<file path="src/rtl/wrng_pkg.sv">
// ============================================================================
// wrng_pkg
// Shared types and constants of the weighted random note gate.
// ============================================================================
package wrng_pkg;

   // fixed field widths
   localparam int CH_W     = 4;
   localparam int FRAC_W   = 16;
   localparam int NOTE_W   = 4;
   localparam int WEIGHT_W = 7;
   localparam int REG_W    = 56;
   localparam int SUM_W    = 11;   // holds 16 * 127
   localparam int PROD_W   = FRAC_W + SUM_W;
   localparam int NOTES_PER_REG = 8;

   // parameter defaults
   localparam int DEF_NUM_CHANNELS = 16;
   localparam int DEF_NUM_NOTES    = 16;
   localparam int DEF_WEIGHT_MAX   = 100;

   // packed widths on the stream ports
   localparam int REQ_DATA_W = 56;
   localparam int RSP_DATA_W = 16;

   // register indexes
   localparam logic [1:0] CSR_WEIGHTS_LOW  = 2'd0;
   localparam logic [1:0] CSR_WEIGHTS_HIGH = 2'd1;
   localparam logic [1:0] CSR_SAMPLE_HOLD  = 2'd2;

   typedef logic [SUM_W-1:0] sum_type;

   // one channel's stored state
   typedef struct packed {
      logic [NOTE_W-1:0] last_note;
      logic [NOTE_W-1:0] output_note;
   } state_entry_type;

   // write port into the state memory
   typedef struct packed {
      logic              en;
      logic [CH_W-1:0]   addr;
      state_entry_type   data;
   } mem_wr_type;

endpackage

</file>
<file path="src/rtl/weighted_random_note_gate_top.sv">
// A taken request passes through the stage 1 and stage 2 registers into the output register.
// Throughput: one transaction per cycle; the state memory read-modify-write with a
// same-edge bypass sets that figure, and the pipeline advances only when the output
// register is free or being emptied. Reset is synchronous: config to defaults, and
// per-channel valid bits cleared at once, so every channel's state reads as zero.
// ============================================================================
// weighted_random_note_gate_top
// Weighted note choice, random gate and trigger per clock channel.
// ============================================================================
module weighted_random_note_gate_top #(
   parameter int NUM_CHANNELS = wrng_pkg::DEF_NUM_CHANNELS,
   parameter int NUM_NOTES    = wrng_pkg::DEF_NUM_NOTES,
   parameter int WEIGHT_MAX   = wrng_pkg::DEF_WEIGHT_MAX
) (
   input  logic                           clock,
   input  logic                           reset,
   // request stream
   input  logic                           req_tvalid,
   output logic                           req_tready,
   // channel[3:0], random_coin[19:4], random_pick[35:20], rest_chance[51:36]
   input  logic [wrng_pkg::REQ_DATA_W-1:0] req_tdata,
   // response stream
   output logic                           rsp_tvalid,
   input  logic                           rsp_tready,
   // out_channel[3:0], gate_on[4], chosen_note[8:5], held_note[12:9], trigger[13]
   output logic [wrng_pkg::RSP_DATA_W-1:0] rsp_tdata,
   // configuration writes
   input  logic                           csr_we,
   input  logic [1:0]                     csr_index,
   input  logic [wrng_pkg::REG_W-1:0]     csr_wdata
);
   import wrng_pkg::*;

   // input fields
   logic [CH_W-1:0]   req_channel;
   logic [FRAC_W-1:0] req_coin;
   logic [FRAC_W-1:0] req_pick;
   logic [FRAC_W-1:0] req_rest;

   assign req_channel = req_tdata[3:0];
   assign req_coin    = req_tdata[19:4];
   assign req_pick    = req_tdata[35:20];
   assign req_rest    = req_tdata[51:36];

   sum_type         prefix [NUM_NOTES];
   logic            sample_hold;
   logic            advance;
   mem_wr_type      mem_wr;
   state_entry_type mem_rd;

   // stage 1 registers
   logic              s1_valid_ff;
   logic [CH_W-1:0]   s1_channel_ff;
   logic              s1_in_range_ff;
   logic              s1_gate_ff;
   logic [FRAC_W-1:0] s1_pick_ff;
   sum_type           s1_prefix_ff [NUM_NOTES];

   // stage 2 registers
   logic              s2_valid_ff;
   logic [CH_W-1:0]   s2_channel_ff;
   logic              s2_in_range_ff;
   logic              s2_gate_ff;
   sum_type           s2_idx_ff;
   logic              s2_small_ff;
   sum_type           s2_prefix_ff [NUM_NOTES];

   // output register
   logic                  rsp_valid_ff;
   logic [RSP_DATA_W-1:0] rsp_data_ff;
   logic [RSP_DATA_W-1:0] rsp_data_in;

   logic [PROD_W-1:0] s1_prod;
   sum_type           s1_total;
   logic [NOTE_W-1:0] s2_note;
   logic              s2_changed;
   logic              s2_trigger;
   logic [NOTE_W-1:0] s2_held;

   wrng_csr #(
      .NUM_NOTES  (NUM_NOTES),
      .WEIGHT_MAX (WEIGHT_MAX)
   ) u_csr (
      .clock       (clock),
      .reset       (reset),
      .csr_we      (csr_we),
      .csr_index   (csr_index),
      .csr_wdata   (csr_wdata),
      .prefix      (prefix),
      .sample_hold (sample_hold)
   );

   wrng_state_mem #(
      .NUM_CHANNELS (NUM_CHANNELS)
   ) u_state_mem (
      .clock   (clock),
      .reset   (reset),
      .rd_en   (advance),
      .rd_addr (s1_channel_ff),
      .wr      (mem_wr),
      .rd_data (mem_rd)
   );

   // whole pipeline moves when the output register can take a result
   assign advance    = !rsp_valid_ff || rsp_tready;
   assign req_tready = advance;

   // stage 1: capture transaction, gate decision and running sums
   always_ff @(posedge clock) begin
      if (reset) begin
         s1_valid_ff <= 1'b0;
      end else if (advance) begin
         s1_valid_ff <= req_tvalid;
      end
   end

   always_ff @(posedge clock) begin
      if (advance) begin
         s1_channel_ff  <= req_channel;
         s1_in_range_ff <= ({1'b0, req_channel} < (CH_W+1)'(NUM_CHANNELS));
         s1_gate_ff     <= (req_coin < req_rest);
         s1_pick_ff     <= req_pick;
         for (int k = 0; k < NUM_NOTES; k++) begin
            s1_prefix_ff[k] <= prefix[k];
         end
      end
   end

   // stage 1 -> 2: scale the pick fraction by the weight total
   assign s1_total = s1_prefix_ff[NUM_NOTES-1];
   assign s1_prod  = PROD_W'(s1_pick_ff) * PROD_W'(s1_total);

   always_ff @(posedge clock) begin
      if (reset) begin
         s2_valid_ff <= 1'b0;
      end else if (advance) begin
         s2_valid_ff <= s1_valid_ff;
      end
   end

   always_ff @(posedge clock) begin
      if (advance) begin
         s2_channel_ff  <= s1_channel_ff;
         s2_in_range_ff <= s1_in_range_ff;
         s2_gate_ff     <= s1_gate_ff;
         s2_idx_ff      <= s1_prod[PROD_W-1:FRAC_W];
         s2_small_ff    <= (s1_total < SUM_W'(2));
         for (int k = 0; k < NUM_NOTES; k++) begin
            s2_prefix_ff[k] <= s1_prefix_ff[k];
         end
      end
   end

   // stage 2: first note whose running sum exceeds the index, or note 0 if the total is below 2
   always_comb begin
      s2_note = '0;
      if (!s2_small_ff) begin
         for (int k = NUM_NOTES - 1; k >= 0; k--) begin
            if (s2_prefix_ff[k] > s2_idx_ff) begin
               s2_note = NOTE_W'(k);
            end
         end
      end
   end

   // stage 2: channel state update and result
   always_comb begin
      s2_changed = (s2_note != mem_rd.last_note);
      s2_trigger = s2_gate_ff && s2_changed;
      if (sample_hold && !s2_gate_ff) begin
         s2_held = mem_rd.output_note;
      end else begin
         s2_held = s2_note;
      end

      mem_wr.en                    = advance && s2_valid_ff && s2_in_range_ff;
      mem_wr.addr                  = s2_channel_ff;
      mem_wr.data.last_note        = s2_note;
      mem_wr.data.output_note      = s2_held;

      rsp_data_in        = '0;
      rsp_data_in[3:0]   = s2_channel_ff;
      rsp_data_in[8:5]   = s2_note;
      if (s2_in_range_ff) begin
         rsp_data_in[4]    = s2_gate_ff;
         rsp_data_in[12:9] = s2_held;
         rsp_data_in[13]   = s2_trigger;
      end
   end

   // output register
   always_ff @(posedge clock) begin
      if (reset) begin
         rsp_valid_ff <= 1'b0;
      end else if (advance) begin
         rsp_valid_ff <= s2_valid_ff;
      end
   end

   always_ff @(posedge clock) begin
      if (advance) begin
         rsp_data_ff <= rsp_data_in;
      end
   end

   assign rsp_tvalid = rsp_valid_ff;
   assign rsp_tdata  = rsp_data_ff;

endmodule

</file>
<file path="src/rtl/wrng_csr.sv">
// ============================================================================
// wrng_csr
// Configuration registers, weight saturation and running weight sums.
// ============================================================================
module wrng_csr #(
   parameter int NUM_NOTES  = wrng_pkg::DEF_NUM_NOTES,
   parameter int WEIGHT_MAX = wrng_pkg::DEF_WEIGHT_MAX
) (
   input  logic                      clock,
   input  logic                      reset,
   input  logic                      csr_we,
   input  logic [1:0]                csr_index,
   input  logic [wrng_pkg::REG_W-1:0] csr_wdata,
   output wrng_pkg::sum_type         prefix [NUM_NOTES],
   output logic                      sample_hold
);
   import wrng_pkg::*;

   localparam int LEVELS = (NUM_NOTES > 1) ? $clog2(NUM_NOTES) : 1;

   logic [REG_W-1:0] weights_low_ff;
   logic [REG_W-1:0] weights_high_ff;
   logic             sample_hold_ff;
   sum_type          scan [LEVELS+1][NUM_NOTES];

   // register writes
   always_ff @(posedge clock) begin
      if (reset) begin
         weights_low_ff  <= '0;
         weights_high_ff <= '0;
         sample_hold_ff  <= 1'b1;
      end else if (csr_we) begin
         unique case (csr_index)
            CSR_WEIGHTS_LOW:  weights_low_ff  <= csr_wdata;
            CSR_WEIGHTS_HIGH: weights_high_ff <= csr_wdata;
            CSR_SAMPLE_HOLD:  sample_hold_ff  <= csr_wdata[0];
            default: ;
         endcase
      end
   end

   // saturated weights, then a log-depth prefix scan
   always_comb begin
      logic [WEIGHT_W-1:0] fld;
      fld = '0;
      for (int k = 0; k < NUM_NOTES; k++) begin
         if (k < NOTES_PER_REG) begin
            fld = weights_low_ff[k*WEIGHT_W +: WEIGHT_W];
         end else begin
            fld = weights_high_ff[(k-NOTES_PER_REG)*WEIGHT_W +: WEIGHT_W];
         end
         if (fld > WEIGHT_W'(WEIGHT_MAX)) begin
            fld = WEIGHT_W'(WEIGHT_MAX);
         end
         scan[0][k] = SUM_W'(fld);
      end
      for (int l = 0; l < LEVELS; l++) begin
         for (int k = 0; k < NUM_NOTES; k++) begin
            if (k >= (1 << l)) begin
               scan[l+1][k] = scan[l][k] + scan[l][k-(1<<l)];
            end else begin
               scan[l+1][k] = scan[l][k];
            end
         end
      end
   end

   always_comb begin
      for (int k = 0; k < NUM_NOTES; k++) begin
         prefix[k] = scan[LEVELS][k];
      end
   end

   assign sample_hold = sample_hold_ff;

endmodule

</file>
<file path="src/rtl/wrng_state_mem.sv">
// ============================================================================
// wrng_state_mem
// Per-channel note state: synchronous memory with valid bits and a
// write-to-read bypass for back-to-back accesses to one channel.
// ============================================================================
module wrng_state_mem #(
   parameter int NUM_CHANNELS = wrng_pkg::DEF_NUM_CHANNELS
) (
   input  logic                       clock,
   input  logic                       reset,
   input  logic                       rd_en,
   input  logic [wrng_pkg::CH_W-1:0]  rd_addr,
   input  wrng_pkg::mem_wr_type       wr,
   output wrng_pkg::state_entry_type  rd_data
);
   import wrng_pkg::*;

   localparam int AW = (NUM_CHANNELS > 1) ? $clog2(NUM_CHANNELS) : 1;

   state_entry_type mem [NUM_CHANNELS];
   logic            valid_ff [NUM_CHANNELS];
   state_entry_type rd_data_ff;

   // write port
   always_ff @(posedge clock) begin
      if (wr.en) begin
         mem[wr.addr[AW-1:0]] <= wr.data;
      end
   end

   // valid bits: an entry never written reads as zero
   always_ff @(posedge clock) begin
      if (reset) begin
         for (int i = 0; i < NUM_CHANNELS; i++) begin
            valid_ff[i] <= 1'b0;
         end
      end else if (wr.en) begin
         valid_ff[wr.addr[AW-1:0]] <= 1'b1;
      end
   end

   // registered read, bypassing a write to the same entry on this edge
   always_ff @(posedge clock) begin
      if (rd_en) begin
         if (wr.en && (wr.addr == rd_addr)) begin
            rd_data_ff <= wr.data;
         end else if (valid_ff[rd_addr[AW-1:0]]) begin
            rd_data_ff <= mem[rd_addr[AW-1:0]];
         end else begin
            rd_data_ff <= '0;
         end
      end
   end

   assign rd_data = rd_data_ff;

endmodule
</file>
<file path="config.mk">
export PLATFORM = sky130hd
export DESIGN_NAME = weighted_random_note_gate_top
export DESIGN_NICKNAME = d
export VERILOG_FILES = /design/src/rtl/wrng_pkg.sv /design/src/rtl/weighted_random_note_gate_top.sv /design/src/rtl/wrng_csr.sv /design/src/rtl/wrng_state_mem.sv
export SDC_FILE = /design/constraint.sdc
export NUM_CORES = 2
export LEC_CHECK = 0
export ABC_AREA = 1
export BUFFER_PORTS_ARGS = -buffer_cell sky130_fd_sc_hd__buf_2
export CAP_MARGIN = 5
export CORE_MARGIN = 3
export CORE_UTILIZATION = 26
export CTS_BUF_LIST = sky130_fd_sc_hd__clkbuf_4
export CTS_CLUSTER_SIZE = 40
export DETAILED_ROUTE_END_ITERATION = 16
export SLEW_MARGIN = 20
export SYNTH_ARGS = -nofsm -noshare
export SYNTH_HDL_FRONTEND = slang
export SYNTH_SLANG_ARGS = --single-unit
</file>
<file path="constraint.sdc">
create_clock -name clock -period 26.5 [get_ports clock]
set_clock_uncertainty 0.05 [all_clocks]
set_input_delay 1.325 -clock clock [delete_from_list [all_inputs] [get_ports clock]]
set_output_delay 1.325 -clock clock [all_outputs]
set_load 0.05 [all_outputs]
</file>
# --- After elaboration in Yosys (flattened, before gate mapping) ---
# Memory sizes are Yosys's and may differ from the RTL's. A register that Yosys moved wholly into a read port is not among the register bits.
# Cells that the tools add are included.
word_totals:
  reg_bits: 176
  ram_bits: 496
  input_bits: 119
  out_inout_bits: 18
  n_memories: 4
mem_list:
  columns: ["name", "words", "word_bits", "rd", "rd_ports_with_merged_regs", "write_ports", "line", "text"]
  rows:
  - ["s1_prefix_ff", 16, 11, 16, 0, 16, "weighted_random_note_gate_top.sv:57", "sum_type s1_prefix_ff [NUM_NOTES];"]
  - ["s2_prefix_ff", 16, 11, 16, 0, 16, "weighted_random_note_gate_top.sv:66", "sum_type s2_prefix_ff [NUM_NOTES];"]
  - ["u_state_mem.mem", 16, 8, 1, 1, 1, "wrng_state_mem.sv:20", "state_entry_type mem [NUM_CHANNELS];"]
  - ["u_state_mem.valid_ff", 16, 1, 1, 1, 16, "wrng_state_mem.sv:21", "logic valid_ff [NUM_CHANNELS];"]
classes:
  n_addsub: 49
  mul: 1
  order_cmp: 34
  n_eq_ne: 4
  mux: 49
  n_reduce_logical: 12
ops:
  columns: ["cell", "count"]
  rows:
  - ["11-bit adder", 31]
  - ["11-bit > comparator", 16]
  - ["7-bit by 7-bit adder with 8-bit output", 15]
  - ["7-bit > comparator, second input constant", 16]
  - ["7-bit 2-to-1 mux", 16]
  - ["4-bit 2-to-1 mux", 21]
  - ["11-bit by 7-bit adder with 11-bit output", 3]
  - ["16-bit by 11-bit multiplier with 27-bit output", 1]
  - ["16-bit less-than comparator", 1]
  - ["8-bit 2-to-1 mux", 2]
  - ["11-bit by 2-bit less-than comparator with 1-bit output, second input constant", 1]
  - ["1-bit 2-to-1 mux", 10]
  - ["2-bit AND reduction", 3]
  - ["4-bit == test", 1]
  - ["1-bit logical AND", 4]
  - ["4-bit != test", 1]
  - ["2-bit by 1-bit == test with 1-bit output, second input constant", 1]
  - ["2-bit == test, second input constant", 1]
  - ["1-bit logical NOT", 2]
  - ["2-bit logical NOT", 1]
  - ["1-bit logical OR", 1]
  - ["1-bit OR reduction", 1]

# --- Logic depth before layout (Yosys ltp) ---
# An unclocked memory read counts as a cell.
logic_depth:
  depth_word: 21
  ltp_mapped: 39
  ltp_nobuf: 39

# --- Modules after synthesis ---
# A second synthesis with hierarchy kept.
unflattened:
  hier_cells: 5021
  hier_area_um2: 47280.3
by_module_without_submodules:
  columns: ["mod", "n_inst", "cells_each", "area_each_um2"]
  rows:
  - ["weighted_random_note_gate_top", 1, 1794, 22258.8]
  - ["wrng_csr", 1, 2539, 18338.8]
  - ["wrng_state_mem", 1, 688, 6682.7]

# --- Worst setup path after synthesis ---
# Ideal clock, no wire load.
synth_timing:
  kind: "in2reg"
  startpoint: "in rsp_tready"
  endpoint: "reg rsp_data_ff[0], in the netlist rsp_tdata[0], enable pin"
  arrival_ps: 8997
  required_time_ps: 23211
  path_slack_ps: 14215
  stages: 2
  path_buffers: 0
  cell_sequence: "nor2_1 -> clkinv_1"
synth_between:
  elab_chain_cells: 1
synth_lines:
  columns: ["item", "line", "text"]
  rows:
  - ["start: declaration", "weighted_random_note_gate_top.sv:24", "input logic rsp_tready,"]
  - ["1-bit logical OR", "weighted_random_note_gate_top.sv:105", "assign advance = !rsp_valid_ff || rsp_tready;"]
  - ["named net req_tready", "weighted_random_note_gate_top.sv:19", "output logic req_tready,"]
  - ["end signal: assignment", "weighted_random_note_gate_top.sv:202", "rsp_data_ff <= rsp_data_in;"]
  - ["end: declaration", "weighted_random_note_gate_top.sv:70", "logic [RSP_DATA_W-1:0] rsp_data_ff;"]
# The timed path passes the listed nets, and every way through them passes these cells.
# A chain may end at the register's enable or synchronous reset.

==> run summary <==
status: completed
CP max FO: 8
Post-DP HPWL: 92600 microns
Power Dens Cells: 123 mW/mm^2
post-synthesis area per instance: 9.73 sq um
fmax: 135 MHz
vias in the first global route: 32300
ys flop type: edfxtp_1
CTS Buffer Depth: 3
Final setup viols: 0
relative slew slack: 31.3%
Post-Route Setup TNS: 0 ns
Post-Synth Adder-Cell Area: 25.6%
IO Port Bufs: 130
RSZ-0062 raised after global routing: no
hold buffers post-CTS: 0
Final Hold Fails: 0
number of max-cap violations: 0
fraction of layout cells with a size suffix above 1: 11.0%
Yosys cell types: 60
crit start category: flip-flop
latest clock arrival within the worst-skew pair: 1.09 ns
Synth warnings: 0
crit end category: flip-flop
die area: 0.179 sq mm
Synth Area in Compound Gates: 10.2%
xor/xnor share of the synthesized area: 4.67%
clk slew on worst S/H paths: 0.06 ns
# resized after CTS: 0
Max Slew Vio Count: 0
slowest stage cell on the critical path: dfxtp_1
Synth Instances: 4659
CTS Sinks: 646
grt ovf: 0
standard-cell rows: 152
Die Y: 424 microns
Yosys reg bits: 646
fillers: 18100
largest family of logic cells by synthesized area: adder cells
post-synthesis mux area share: 0.795%
Crit path arrival time: 8.11 ns
period utilization: 27.9%
largest net degree at the start of global routing: 113
drt drc: 0
most common cell after layout, fill and taps aside: inv_1
register area share after synthesis: 39.8%
VDD IR-drop max: 0.000260 V
met1 WL: 54200 microns
Hold Path Depth: 0
Syn-to-layout area delta: 12.1%
initial antenna violation count: 12
TritonCTS clock tree: built
Setup Crit Path Kind: flip-flop to flip-flop
first-pass GRT wire length: 183000 microns
DR pass1 iterations: 6
Post-synth EDFFs: 510
worst endpoint required time: 27.22 ns
Die X: 424 microns
Routed WL: 118000 microns
vias per cell: 4.44
Critical Path Max Stage Delay: 0.71 ns
via count: 32500
Hold WS: 0.337 ns
Period minus WS final: 7.39 ns
core area: 0.172 sq mm
Antenna Nets Post-Route: 0
area share of and/or/nand/nor cells after synthesis: 11.5%
CTS root buf: clkbuf_4
Tot GR Track Use: 13.1%
P_leak: 24.4 nW
most used cell, CP: inv_1
commonest cells after routing, fill and taps aside: inv_1 (737), nand2_1 (618), ha_1 (537)
Syn Std Cell Area: 0.0453 sq mm
met2 wire len: 54900 microns
H-tree depth: 4
Least-Margin Pin Slew: 1.03 ns
Nets: 5768
Reg2Reg Depth: 29
Initial Utilization: 26.3%
metal3 WL: 5900 microns
IO Count: 137
total CTS buffers: 173
Highest Signal Layer: met4
total setup buffers inserted after CTS: 0
asr flop ratio synth: 0%
Avg WL per Cell: 16.2 microns
Starting DRT DRC Count: 1907
RD Place Congestion: 0.901
Hold Path Class: flip-flop to flip-flop
## cells by family (layout without fill, tap and decap cells)
logic type	after synthesis	count (layout)
flip-flops	646	646
adder cells (fa/ha/maj)	782	782
AND/OR/NAND/NOR	1241	1241
AO/OA/AOI/OAI	828	828
other	1	9
buffers and inverters	890	1219
XOR/XNOR	235	235
multiplexers	36	36
## critical path, delay by kind of cell (launching register included)
| family | cells | cell delay, ns |
|---|---|---|
| adder cells (fa/ha/maj) | 5 | 2.12 |
| AO/OA/AOI/OAI | 5 | 1.40 |
| AND/OR/NAND/NOR | 9 | 1.04 |
| XOR/XNOR | 4 | 1.04 |
| flip-flops | 1 | 0.71 |
| buffers and inverters | 6 | 0.69 |
## where the power goes
| group | internal (mW) | leakage, nW | switching (mW) |
|---|---|---|---|
| Clock | 0.437 | 1.28 | 0.428 |
| Combinational | 1.43 | 16.6 | 2.33 |
| Sequential | 1.54 | 6.50 | 0.106 |
| Total | 3.41 | 24.4 | 2.86 |
## synth_stat cells, drive strengths merged (38+ instances only)
library cell | n | share of area [%]
nand3 | 151 | 1.8
o21ai | 285 | 3.2
inv | 755 | 6.2
fa | 245 | 11
a21oi | 374 | 4.2
xnor2 | 70 | 1.4
edfxtp | 510 | 34
o21bai | 38 | 0.63
clkbuf | 126 | 1.0
nor2 | 378 | 3.3
ha | 537 | 15
xor2 | 165 | 3.3
nand2 | 652 | 5.6
dfxtp | 136 | 6.0
## path summary, 6_finish.rpt
path,to,from,slack (ns)
worst max-delay path,s1_prefix_ff[1][86],u_csr.weights_low_ff[5],19.11
worst min-delay path,s2_prefix_ff[0][44],s1_prefix_ff[0][44],0.34
worst max register to register,s1_prefix_ff[1][86],u_csr.weights_low_ff[5],19.11
worst min register to register,s2_prefix_ff[0][44],s1_prefix_ff[0][44],0.34
## area by class of cell
| cell class | count | area, sq um | area share [%] |
|---|---|---|---|
| clock inverter | 48 | 290 | 0.571 |
| sequential | 646 | 18000 | 35.5 |
| multi-input combinational | 3124 | 24000 | 47.2 |
| tap | 2310 | 2890 | 5.68 |
| antenna | 7 | 17.5 | 0.0345 |
| clock buffer | 249 | 1870 | 3.68 |
| inverter | 759 | 2860 | 5.62 |
| timing repair buffer | 163 | 898 | 1.77 |
## sequential cells by signal, indices dropped and copies added, names as in the netlist, 4 cells and up, named ones only
register	cells
u_state_mem.rd_data	8
u_state_mem.mem	128
u_csr.weights_high_ff	56
u_state_mem.valid_ff	16
rsp_tdata	14
s2_prefix_ff	161
s2_channel_ff	4
s1_pick_ff	16
u_csr.weights_low_ff	56
s1_prefix_ff	161
s2_idx_ff	11
s1_channel_ff	4
## layer usage
metal	GRT usage (%)	up-vias
met5	0	-
met4	4.40	0
met3	2.12	188
met2	21.5	810
met1	17.6	15500
li1	-	16000
## through the flow
stage	std cells	cell area (sq um)	power [mW]	utilization, %	setup WS, ns
2_1_floorplan	4660	45300	4.44	-	14.21
3_3_place_gp	7002	48700	5.35	28.2	19.24
3_5_place_dp	7002	48700	5.43	28.2	19.18
4_1_cts	7299	50800	6.34	29.5	19.11
5_1_grt	7306	50800	6.98	29.5	18.67
6_report	7306	50800	6.27	29.5	19.11
No activity file was read; power rests on OpenSTA's default activity.
